## src/sv/pesr_pkg.sv

```systemverilog
// Package: shared types and constants for the equal-step polyline resampler.
`timescale 1ns / 1ps
`default_nettype none
package pesr_pkg;
  localparam int COORD_BITS = 13;
  localparam int FRAC_BITS = 8;
  localparam int STEP_BITS = 24;
  localparam int ROOT_BITS = COORD_BITS + 1 + FRAC_BITS;
  localparam int SQ_BITS = 2 * COORD_BITS + 1;
  localparam int RAD_BITS = 2 * ROOT_BITS;
  localparam int QUO_BITS = COORD_BITS;
  localparam int NUM_BITS = COORD_BITS + STEP_BITS;
  localparam logic [STEP_BITS-1:0] STEP_RESET = STEP_BITS'(256);

  typedef struct packed {
    logic [COORD_BITS-1:0] point_x;
    logic [COORD_BITS-1:0] point_y;
    logic is_first;
    logic is_final;
  } in_item_t;

  typedef struct packed {
    logic [COORD_BITS-1:0] out_x;
    logic [COORD_BITS-1:0] out_y;
    logic end_of_run;
  } out_item_t;

  typedef struct packed {
    logic load;
    logic sq_start;
    logic root_start;
    logic root_step;
    logic div_start;
    logic div_step;
    logic keep_input;
    logic keep_interp;
    logic keep_first;
    logic keep_final;
    logic emit_input;
    logic emit_end;
    logic emit_interp;
  } cmd_t;

  typedef struct packed {
    logic is_first;
    logic is_final;
    logic short_hop;
    logic zero_root;
  } stat_t;
endpackage
`default_nettype wire

```

## src/sv/pesr_datapath.sv

```systemverilog
// Datapath: distance root, interpolation dividers, kept point and budget.
`timescale 1ns / 1ps
`default_nettype none
module pesr_datapath (
  input  wire logic clk,
  input  wire pesr_pkg::in_item_t in_item,
  input  wire logic [pesr_pkg::STEP_BITS-1:0] step_length,
  input  wire logic rst,
  input  wire pesr_pkg::cmd_t cmd,
  output pesr_pkg::stat_t stat,
  output pesr_pkg::out_item_t result
);
  import pesr_pkg::*;

  logic [COORD_BITS-1:0] px, py, kept_x, kept_y, dx, dy, qx, qy;
  logic sx, sy, fst, fin;
  logic [STEP_BITS-1:0] remaining;
  logic [SQ_BITS-1:0] sq;
  logic [RAD_BITS-1:0] rad;
  logic [ROOT_BITS+1:0] rrem, rtrial, rrem_sh;
  logic [ROOT_BITS-1:0] root;
  logic [NUM_BITS-1:0] nx, ny;
  logic [ROOT_BITS:0] remx, remy, remx_sh, remy_sh;
  logic [COORD_BITS-1:0] ix, iy;

  always_comb begin
    rrem_sh = {rrem[ROOT_BITS-1:0], rad[RAD_BITS-1 -: 2]};
    rtrial = {root, 2'b01};
    remx_sh = {remx[ROOT_BITS-1:0], nx[NUM_BITS-1]};
    remy_sh = {remy[ROOT_BITS-1:0], ny[NUM_BITS-1]};
    ix = sx ? kept_x + qx : kept_x - qx;
    iy = sy ? kept_y + qy : kept_y - qy;
  end

  always_ff @(posedge clk) begin
    if (rst) begin
      kept_x <= '0;
      kept_y <= '0;
      remaining <= '0;
    end else begin
      if (cmd.keep_input) begin
        kept_x <= px;
        kept_y <= py;
        remaining <= remaining - STEP_BITS'(root);
      end
      if (cmd.keep_interp) begin
        kept_x <= ix;
        kept_y <= iy;
        remaining <= step_length;
      end
      if (cmd.keep_first) begin
        kept_x <= px;
        kept_y <= py;
        remaining <= step_length;
      end
      if (cmd.keep_final) begin
        kept_x <= px;
        kept_y <= py;
        remaining <= '0;
      end
    end
    if (cmd.load) begin
      px <= in_item.point_x;
      py <= in_item.point_y;
      fst <= in_item.is_first;
      fin <= in_item.is_final;
    end
    if (cmd.sq_start) begin
      sx <= px >= kept_x;
      sy <= py >= kept_y;
      dx <= (px >= kept_x) ? px - kept_x : kept_x - px;
      dy <= (py >= kept_y) ? py - kept_y : kept_y - py;
    end
    if (cmd.root_start) begin
      sq <= SQ_BITS'(dx * dx) + SQ_BITS'(dy * dy);
      rrem <= '0;
      root <= '0;
    end
    if (cmd.div_start) begin
      rad <= {1'b0, sq, (2 * FRAC_BITS)'(0)};
    end
    if (cmd.root_step) begin
      rad <= {rad[RAD_BITS-3:0], 2'b00};
      if (rrem_sh >= rtrial) begin
        rrem <= rrem_sh - rtrial;
        root <= {root[ROOT_BITS-2:0], 1'b1};
      end else begin
        rrem <= rrem_sh;
        root <= {root[ROOT_BITS-2:0], 1'b0};
      end
    end
    if (cmd.emit_input || cmd.emit_end) begin
      result <= '{out_x: px, out_y: py, end_of_run: cmd.emit_end};
    end
    if (cmd.emit_interp) begin
      result <= '{out_x: ix, out_y: iy, end_of_run: 1'b0};
    end
  end

  // restoring dividers for |delta| * remaining / root
  always_ff @(posedge clk) begin
    if (cmd.div_start) begin
      nx <= NUM_BITS'(dx) * NUM_BITS'(remaining);
      ny <= NUM_BITS'(dy) * NUM_BITS'(remaining);
      remx <= '0;
      remy <= '0;
      qx <= '0;
      qy <= '0;
    end else if (cmd.div_step) begin
      nx <= {nx[NUM_BITS-2:0], 1'b0};
      ny <= {ny[NUM_BITS-2:0], 1'b0};
      if (remx_sh >= {1'b0, root}) begin
        remx <= remx_sh - {1'b0, root};
        qx <= {qx[COORD_BITS-2:0], 1'b1};
      end else begin
        remx <= remx_sh;
        qx <= {qx[COORD_BITS-2:0], 1'b0};
      end
      if (remy_sh >= {1'b0, root}) begin
        remy <= remy_sh - {1'b0, root};
        qy <= {qy[COORD_BITS-2:0], 1'b1};
      end else begin
        remy <= remy_sh;
        qy <= {qy[COORD_BITS-2:0], 1'b0};
      end
    end
  end

  assign stat = '{is_first: fst, is_final: fin,
                  short_hop: remaining < STEP_BITS'(root), zero_root: root == '0};
endmodule
`default_nettype wire

```

## src/sv/pesr_ctrl.sv

```systemverilog
// Controller: sequences root and divide steps and the output handshake.
`timescale 1ns / 1ps
`default_nettype none
module pesr_ctrl (
  input  wire logic clk,
  input  wire logic rst,
  input  wire logic in_valid,
  output logic in_stall,
  output logic out_valid,
  input  wire logic out_stall,
  input  wire pesr_pkg::stat_t stat,
  output pesr_pkg::cmd_t cmd
);
  import pesr_pkg::*;

  localparam logic [3:0] S_IDLE = 4'd0, S_DECODE = 4'd1, S_SQ = 4'd2, S_RAD = 4'd3,
    S_ROOT = 4'd4, S_CHECK = 4'd5, S_DIV0 = 4'd6, S_DIV = 4'd7, S_UPD = 4'd8,
    S_OUT = 4'd9, S_OUT2 = 4'd10, S_ROOTI = 4'd11;
  localparam int CNT_BITS = $clog2(NUM_BITS + 1);

  logic [3:0] state, state_next;
  logic [CNT_BITS-1:0] cnt, cnt_next;
  logic out_valid_next, two, two_next;

  always_comb begin
    state_next = state;
    cnt_next = cnt;
    out_valid_next = out_valid && out_stall;
    two_next = two;
    cmd = '0;
    in_stall = state != S_IDLE;
    unique case (state)
      S_IDLE: if (in_valid) begin
        cmd.load = 1'b1;
        state_next = S_DECODE;
      end
      S_DECODE: begin
        if (stat.is_final) begin
          if (!out_valid) begin
            cmd.emit_input = 1'b1;
            cmd.keep_final = 1'b1;
            out_valid_next = 1'b1;
            two_next = 1'b1;
            state_next = S_OUT2;
          end
        end else if (stat.is_first) begin
          if (!out_valid) begin
            cmd.emit_input = 1'b1;
            cmd.keep_first = 1'b1;
            out_valid_next = 1'b1;
            state_next = S_IDLE;
          end
        end else begin
          cmd.sq_start = 1'b1;
          state_next = S_SQ;
        end
      end
      S_SQ: begin
        cmd.root_start = 1'b1;
        state_next = S_RAD;
      end
      S_RAD: begin
        cmd.div_start = 1'b1;
        state_next = S_ROOTI;
      end
      S_ROOTI: begin
        cnt_next = CNT_BITS'(ROOT_BITS);
        state_next = S_ROOT;
      end
      S_ROOT: begin
        cmd.root_step = 1'b1;
        cnt_next = cnt - 1'b1;
        if (cnt == CNT_BITS'(1)) state_next = S_CHECK;
      end
      S_CHECK: begin
        if (stat.short_hop && !stat.zero_root) state_next = S_DIV0;
        else begin
          cmd.keep_input = 1'b1;
          state_next = S_IDLE;
        end
      end
      S_DIV0: begin
        cmd.div_start = 1'b1;
        cnt_next = CNT_BITS'(NUM_BITS);
        state_next = S_DIV;
      end
      S_DIV: begin
        cmd.div_step = 1'b1;
        cnt_next = cnt - 1'b1;
        if (cnt == CNT_BITS'(1)) state_next = S_UPD;
      end
      S_UPD: if (!out_valid) begin
        cmd.emit_interp = 1'b1;
        cmd.keep_interp = 1'b1;
        out_valid_next = 1'b1;
        state_next = S_IDLE;
      end
      S_OUT2: if (!out_valid || !out_stall) begin
        cmd.emit_end = 1'b1;
        out_valid_next = 1'b1;
        two_next = 1'b0;
        state_next = S_IDLE;
      end
      default: state_next = S_IDLE;
    endcase
  end

  always_ff @(posedge clk) begin
    if (rst) begin
      state <= S_IDLE;
      cnt <= '0;
      out_valid <= 1'b0;
      two <= 1'b0;
    end else begin
      state <= state_next;
      cnt <= cnt_next;
      out_valid <= out_valid_next;
      two <= two_next;
    end
  end

`ifndef NO_ASSERTIONS
  a_out_hold: assert property (@(posedge clk) disable iff (rst)
    out_valid && out_stall |=> out_valid) else $error("result dropped");
  a_two: assert property (@(posedge clk) disable iff (rst)
    state == S_OUT2 |-> two) else $error("second copy lost");
  a_busy: assert property (@(posedge clk) disable iff (rst)
    state == S_ROOT |-> in_stall) else $error("accept while busy");
`endif
endmodule
`default_nettype wire

```

## src/sv/polyline_equal_step_resampler.sv

```systemverilog
// Top level: equal-step polyline resampler.
// Input channel in_item/in_valid/in_stall takes one contour point per item.
// Output channel result/out_valid/out_stall carries emitted sample points.
// Config channel cfg_valid/cfg_ready/cfg_data writes step_length (Q16.8).
// A first point emits one item; a final point emits two items, the second
// with end_of_run set. Other points go through the bit-serial square root
// and, when a sample falls between points, the bit-serial divider.
// One item is processed at a time; the result register lets the next
// point be accepted while a result waits. A stalled receiver holds result
// and blocks the block only when a new result is ready.
// Reset clears kept point and budget to zero and step_length to 256.
`timescale 1ns / 1ps
`default_nettype none
module polyline_equal_step_resampler (
  input  wire logic clk,
  input  wire logic rst,
  input  wire pesr_pkg::in_item_t in_item,
  input  wire logic in_valid,
  output logic in_stall,
  output pesr_pkg::out_item_t result,
  output logic out_valid,
  input  wire logic out_stall,
  input  wire logic cfg_valid,
  output logic cfg_ready,
  input  wire logic [pesr_pkg::STEP_BITS-1:0] cfg_data
);
  import pesr_pkg::*;

  logic [STEP_BITS-1:0] step_length;
  cmd_t cmd;
  stat_t stat;

  assign cfg_ready = 1'b1;

  always_ff @(posedge clk) begin
    if (rst) step_length <= STEP_RESET;
    else if (cfg_valid) step_length <= cfg_data;
  end

  pesr_ctrl u_ctrl (.clk, .rst, .in_valid, .in_stall, .out_valid, .out_stall, .stat, .cmd);
  pesr_datapath u_dp (.clk, .rst, .in_item, .step_length, .cmd, .stat, .result);
endmodule
`default_nettype wire
```

## config.mk

```make
export PLATFORM = sky130hd
export DESIGN_NAME = polyline_equal_step_resampler
export DESIGN_NICKNAME = d
export VERILOG_FILES = /design/src/sv/pesr_pkg.sv /design/src/sv/pesr_datapath.sv /design/src/sv/pesr_ctrl.sv /design/src/sv/polyline_equal_step_resampler.sv
export SDC_FILE = /design/constraint.sdc
export NUM_CORES = 2
export LEC_CHECK = 0
export ABC_AREA = 1
export BUFFER_PORTS_ARGS = -buffer_cell sky130_fd_sc_hd__buf_2
export CAP_MARGIN = 20
export CORE_UTILIZATION = 23
export CTS_CLUSTER_SIZE = 8
export DETAILED_ROUTE_END_ITERATION = 7
export PLACE_DENSITY = 0.39
export SLEW_MARGIN = 20
export SYNTH_ARGS = -nofsm -noshare
export SYNTH_HDL_FRONTEND = slang
export SYNTH_SLANG_ARGS = --single-unit
```

## constraint.sdc

```tcl
create_clock -name clk -period 12.6 [get_ports clk]
set_input_delay 2.52 -clock clk [delete_from_list [all_inputs] [get_ports clk]]
set_output_delay 2.52 -clock clk [all_outputs]
set_load 0.02 [all_outputs]
```

==> metrics.txt <==
# TYPE chip_impl_metric gauge
chip_impl_info{name="run_status",value="completed"} 1
chip_impl_metric{name="synth.ff_latch_count",unit=""} 411
chip_impl_metric{name="post_cts.resized_instances",unit=""} 0
chip_impl_info{name="clockRootBuffer",value="clkbuf_16"} 1
chip_impl_metric{name="synth-async-reset-ratio",unit="%"} 0
chip_impl_metric{name="yosysUniqueCellTypes",unit=""} 59
chip_impl_metric{name="antenna_left",unit=""} 0
chip_impl_info{name="cells_taking_the_most_area_after_synthesis",value="fa_1 (26%), nand2_1 (14%), edfxtp_1 (14%)"} 1
chip_impl_metric{name="timing.max_cap.violations",unit=""} 0
chip_impl_metric{name="detailedRoute.firstPassIterationCount",unit=""} 6
chip_impl_metric{name="hold_buffer_count_at_cts",unit=""} 0
chip_impl_metric{name="i_o_pin_cnt",unit=""} 87
chip_impl_metric{name="initial_core_util",unit="%"} 23.2
chip_impl_info{name="layout.cells.most_common",value="nand2_1"} 1
chip_impl_info{name="cpMaxStageDelayCell",value="fa_1"} 1
chip_impl_metric{name="synth_adder_area_share",unit="%"} 36.2
chip_impl_metric{name="routed-via-count",unit=""} 46200
chip_impl_info{name="timing.critical_path.from_type",value="flop"} 1
chip_impl_metric{name="complex_gate_fraction_of_the_synthesized_area",unit="%"} 7.21
chip_impl_info{name="worstPathCellList",value="buf_4 -> nand2_1 -> fa_1 -> inv_1 -> fa_1 -> fa_1 -> inv_1 -> fa_1 -> inv_1 -> fa_1 -> fa_1 -> inv_1 -> fa_1 -> inv_1 -> ha_1 -> a21oi_1 -> o21ai_0 -> o21bai_1 -> a21oi_1 -> o21ai_0 -> xor2_1"} 1
chip_impl_metric{name="post_cts.repair.setup_buffers",unit=""} 0
chip_impl_metric{name="timing.reg2reg.setup_slack",unit="ns"} 6.03
chip_impl_metric{name="port_buffers",unit=""} 85
chip_impl_metric{name="min_path_cells",unit=""} 2
chip_impl_metric{name="crit_buf_inv",unit=""} 6
chip_impl_metric{name="max_slew.worst_pin.slew",unit="ns"} 0.962
chip_impl_metric{name="synth_xor_xnor_area_share",unit="%"} 2.65
chip_impl_info{name="critPathCaptureType",value="flop"} 1
chip_impl_metric{name="setup_violating_endpoint_count_in_the_final_report",unit=""} 0
chip_impl_info{name="grt_setup_unrepaired",value="false"} 1
chip_impl_metric{name="synthMuxAreaShare",unit="%"} 0.0199
chip_impl_info{name="hp-start",value="step_length[5]$_SDFFE_PP0P_"} 1
chip_impl_metric{name="syn-mean-instance-area",unit="sq um"} 7.53
chip_impl_metric{name="relSlewSlack",unit="%"} 35.7
chip_impl_info{name="cpLargestDelayFamily",value="adder cells"} 1
chip_impl_metric{name="synth_top_cell_area_share",unit="%"} 26.1
chip_impl_metric{name="final_net_count",unit=""} 8694
chip_impl_metric{name="postRouteWirelength",unit="um"} 188000
chip_impl_info{name="tritoncts",value="yes"} 1
chip_impl_info{name="synth_top_family_by_area",value="adder cells"} 1
chip_impl_metric{name="post_route_cells_drive_above_1_share",unit="%"} 4.02
chip_impl_metric{name="die_w",unit="um"} 498
chip_impl_metric{name="vias_per_cell",unit=""} 4.32
chip_impl_metric{name="timing.fmax",unit="MHz"} 152
chip_impl_metric{name="cts.reportedPaths.clkPinSlew",unit="ns"} 0.05
chip_impl_metric{name="grt_pass1_wl",unit="um"} 293000
chip_impl_metric{name="core_area",unit="sq um"} 244000
chip_impl_metric{name="die-area",unit="sq um"} 248000
chip_impl_metric{name="syn2layout_area_growth",unit="%"} 10.0
chip_impl_metric{name="reg2reg_depth",unit=""} 21
chip_impl_metric{name="core.rowCount",unit=""} 181
chip_impl_info{name="worstHoldEndpoint",value="step_length[5]$_SDFFE_PP0P_"} 1
chip_impl_metric{name="htreeDepth",unit=""} 2
chip_impl_metric{name="clock_sink_count",unit=""} 411
chip_impl_metric{name="grt_pass1_vias",unit=""} 48400
chip_impl_info{name="timing.rr.end",value="u_dp.sq[20]$_DFFE_PP_"} 1
chip_impl_metric{name="insertion_delay",unit="ns"} 0.74
chip_impl_metric{name="timing.critical_path.slowest_cell_delay",unit="ns"} 0.62
chip_impl_metric{name="wl_per_cell",unit="um"} 17.6
chip_impl_info{name="r2r_start",value="u_dp.dx[8]$_DFFE_PP_"} 1
chip_impl_metric{name="cp.arrival",unit="ns"} 7.02
chip_impl_metric{name="skew_final",unit="ns"} 0.0319
chip_impl_metric{name="detailed_place_hpwl",unit="um"} 146000
chip_impl_metric{name="drt_iter0_drc",unit=""} 2638
chip_impl_metric{name="cp_data_required_time",unit="ns"} 13.05
chip_impl_metric{name="critical_path_peak_fanout",unit=""} 37
chip_impl_metric{name="post_synthesis_sequential_area_ratio",unit="%"} 19.1
chip_impl_metric{name="timing.final.ws_setup",unit="ns"} 6.03
chip_impl_metric{name="synth_fp_nets",unit=""} 8762
chip_impl_metric{name="grt_usage",unit="%"} 15.2
chip_impl_metric{name="chipHeight",unit="um"} 498
chip_impl_metric{name="grt_max_degree",unit=""} 81
chip_impl_metric{name="overflow",unit=""} 0
chip_impl_metric{name="final_routed_drc_violation_total",unit=""} 0
chip_impl_metric{name="cts-root-to-sink-buffers",unit=""} 3
chip_impl_metric{name="number_of_buffers_inserted_during_clock_tree_synthesis",unit=""} 61
chip_impl_metric{name="antenna_found_initial",unit=""} 9
chip_impl_metric{name="post_synth_edffs",unit=""} 255
chip_impl_metric{name="period_minus_slack",unit="ns"} 6.57
chip_impl_metric{name="synth-warning-count",unit=""} 0
chip_impl_metric{name="syn-cell-area",unit="sq um"} 56500
chip_impl_info{name="synth_top_area_cell",value="fa_1"} 1
chip_impl_metric{name="hold_viol",unit=""} 0
chip_impl_info{name="crit_top_cell",value="fa_1"} 1
chip_impl_info{name="timing.setup.critical_path_class",value="reg2reg"} 1
chip_impl_metric{name="simple_gate_share_of_the_synthesized_area",unit="%"} 21.9
chip_impl_metric{name="share_of_the_clock_period_used_by_the_worst_path",unit="%"} 52.1
chip_impl_metric{name="final_max_slew_violation_count",unit=""} 0
chip_impl_metric{name="finalSetupTns",unit="ns"} 0
chip_impl_metric{name="gpl.final_weighted_congestion",unit=""} 0.876
chip_impl_info{name="most-common-layout-cells",value="nand2_1 (2098), inv_1 (1622), fa_1 (737)"} 1
chip_impl_info{name="worstHoldPathType",value="reg2reg"} 1
chip_impl_info{name="dominantRegCellSynth",value="edfxtp_1"} 1
chip_impl_metric{name="preCtsSetupSlack",unit="ns"} 6.07
chip_impl_metric{name="synth_cells",unit=""} 7512
worst min-delay path: stages (launching register included):
cell,delay [ns]
dfxtp_1,0.29
inv_1,0.06
a21oi_1,0.06
kinds of logic after synthesis:
family	count (synthesis)
multiplexers	1
adder cells (fa/ha/maj)	1193
other	2
AND/OR/NAND/NOR	3053
buffers and inverters	1924
flip-flops	411
XOR/XNOR	171
AO/OA/AOI/OAI	757
Yosys cell counts, types with 52 or more instances:
cell type	count
nand3_1	258
nor2_1	490
edfxtp_1	255
dfxtp_1	156
a21oi_1	340
nand2_1	2099
o21ai_0	283
xnor2_1	75
xor2_1	96
ha_1	456
fa_1	737
nor3_1	52
inv_1	1623
clkbuf_1	191
nand4_1	74
how the worst max path moves through the flow:
stage / startpoint / to / slack (ns) / depth (start not counted)
5_1_grt: u_dp.dx[8]$_DFFE_PP_ / u_dp.sq[20]$_DFFE_PP_ / 5.63 / 21
2_1_floorplan: u_dp.dx[7]$_DFFE_PP_ / u_dp.sq[20]$_DFFE_PP_ / 6.41 / 22
6_report: u_dp.dx[8]$_DFFE_PP_ / u_dp.sq[20]$_DFFE_PP_ / 6.03 / 21
4_1_cts: u_dp.dx[8]$_DFFE_PP_ / u_dp.sq[20]$_DFFE_PP_ / 5.99 / 21
3_3_place_gp: u_dp.dx[8]$_DFFE_PP_ / u_dp.sq[20]$_DFFE_PP_ / 6.02 / 21
3_5_place_dp: u_dp.dx[4]$_DFFE_PP_ / u_dp.sq[20]$_DFFE_PP_ / 6.07 / 21
flip-flops by register name (all words and copies together), names as in the netlist, 4 cells and up:
signal	cells
u_dp.dy	13
u_dp.px	13
u_dp.kept_y	13
u_dp.ny	37
u_dp.dx	13
u_dp.rad	28
u_ctrl.cnt	6
u_dp.qy	13
u_dp.root	22
u_dp.kept_x	13
u_dp.result	27
u_dp.nx	37
step_length	24
u_dp.remx	22
u_dp.remy	22
u_ctrl.state	4
u_dp.remaining	24
u_dp.sq	27
u_dp.qx	13
u_dp.rrem	22
u_dp.py	13
cell type report:
class / instances / area (sq um)
clock inverters: 7 / 98.8
clock buffers: 102 / 1740
fillers: 26800 / 182000
flip-flops and latches: 411 / 10800
multi-input cells: 5177 / 38500
diodes: 1 / 2.50
repair buffers: 157 / 966
well taps: 3202 / 4010
inverters: 1636 / 6140
stage by stage:
stage / instance area, sq um / instances / util [%] / hold slack (ns)
4_1_cts: 62200 / 10700 / 25.5 / 0.468
5_1_grt: 62200 / 10700 / 25.5 / 0.496
3_3_place_gp: 60400 / 10600 / 24.8 / 0.457
3_5_place_dp: 60400 / 10600 / 24.8 / 0.460
6_report: 62200 / 10700 / 25.5 / 0.464
2_1_floorplan: 56500 / 7512 / - / 0.434
metal layers:
layer / up-vias / routed length (um) / GRT usage (%)
met2: 758 / 88300 / 25.7
li1: 22700 / - / -
met4: 0 / 3580 / 2.96
met3: 155 / 6150 / 1.49
met1: 22600 / 89700 / 21.0
met5: - / 0 / 0
Power is left out: the tool's default activity adds up to more than one toggle a clock period on the data nets, which glitch-free logic cannot reach.
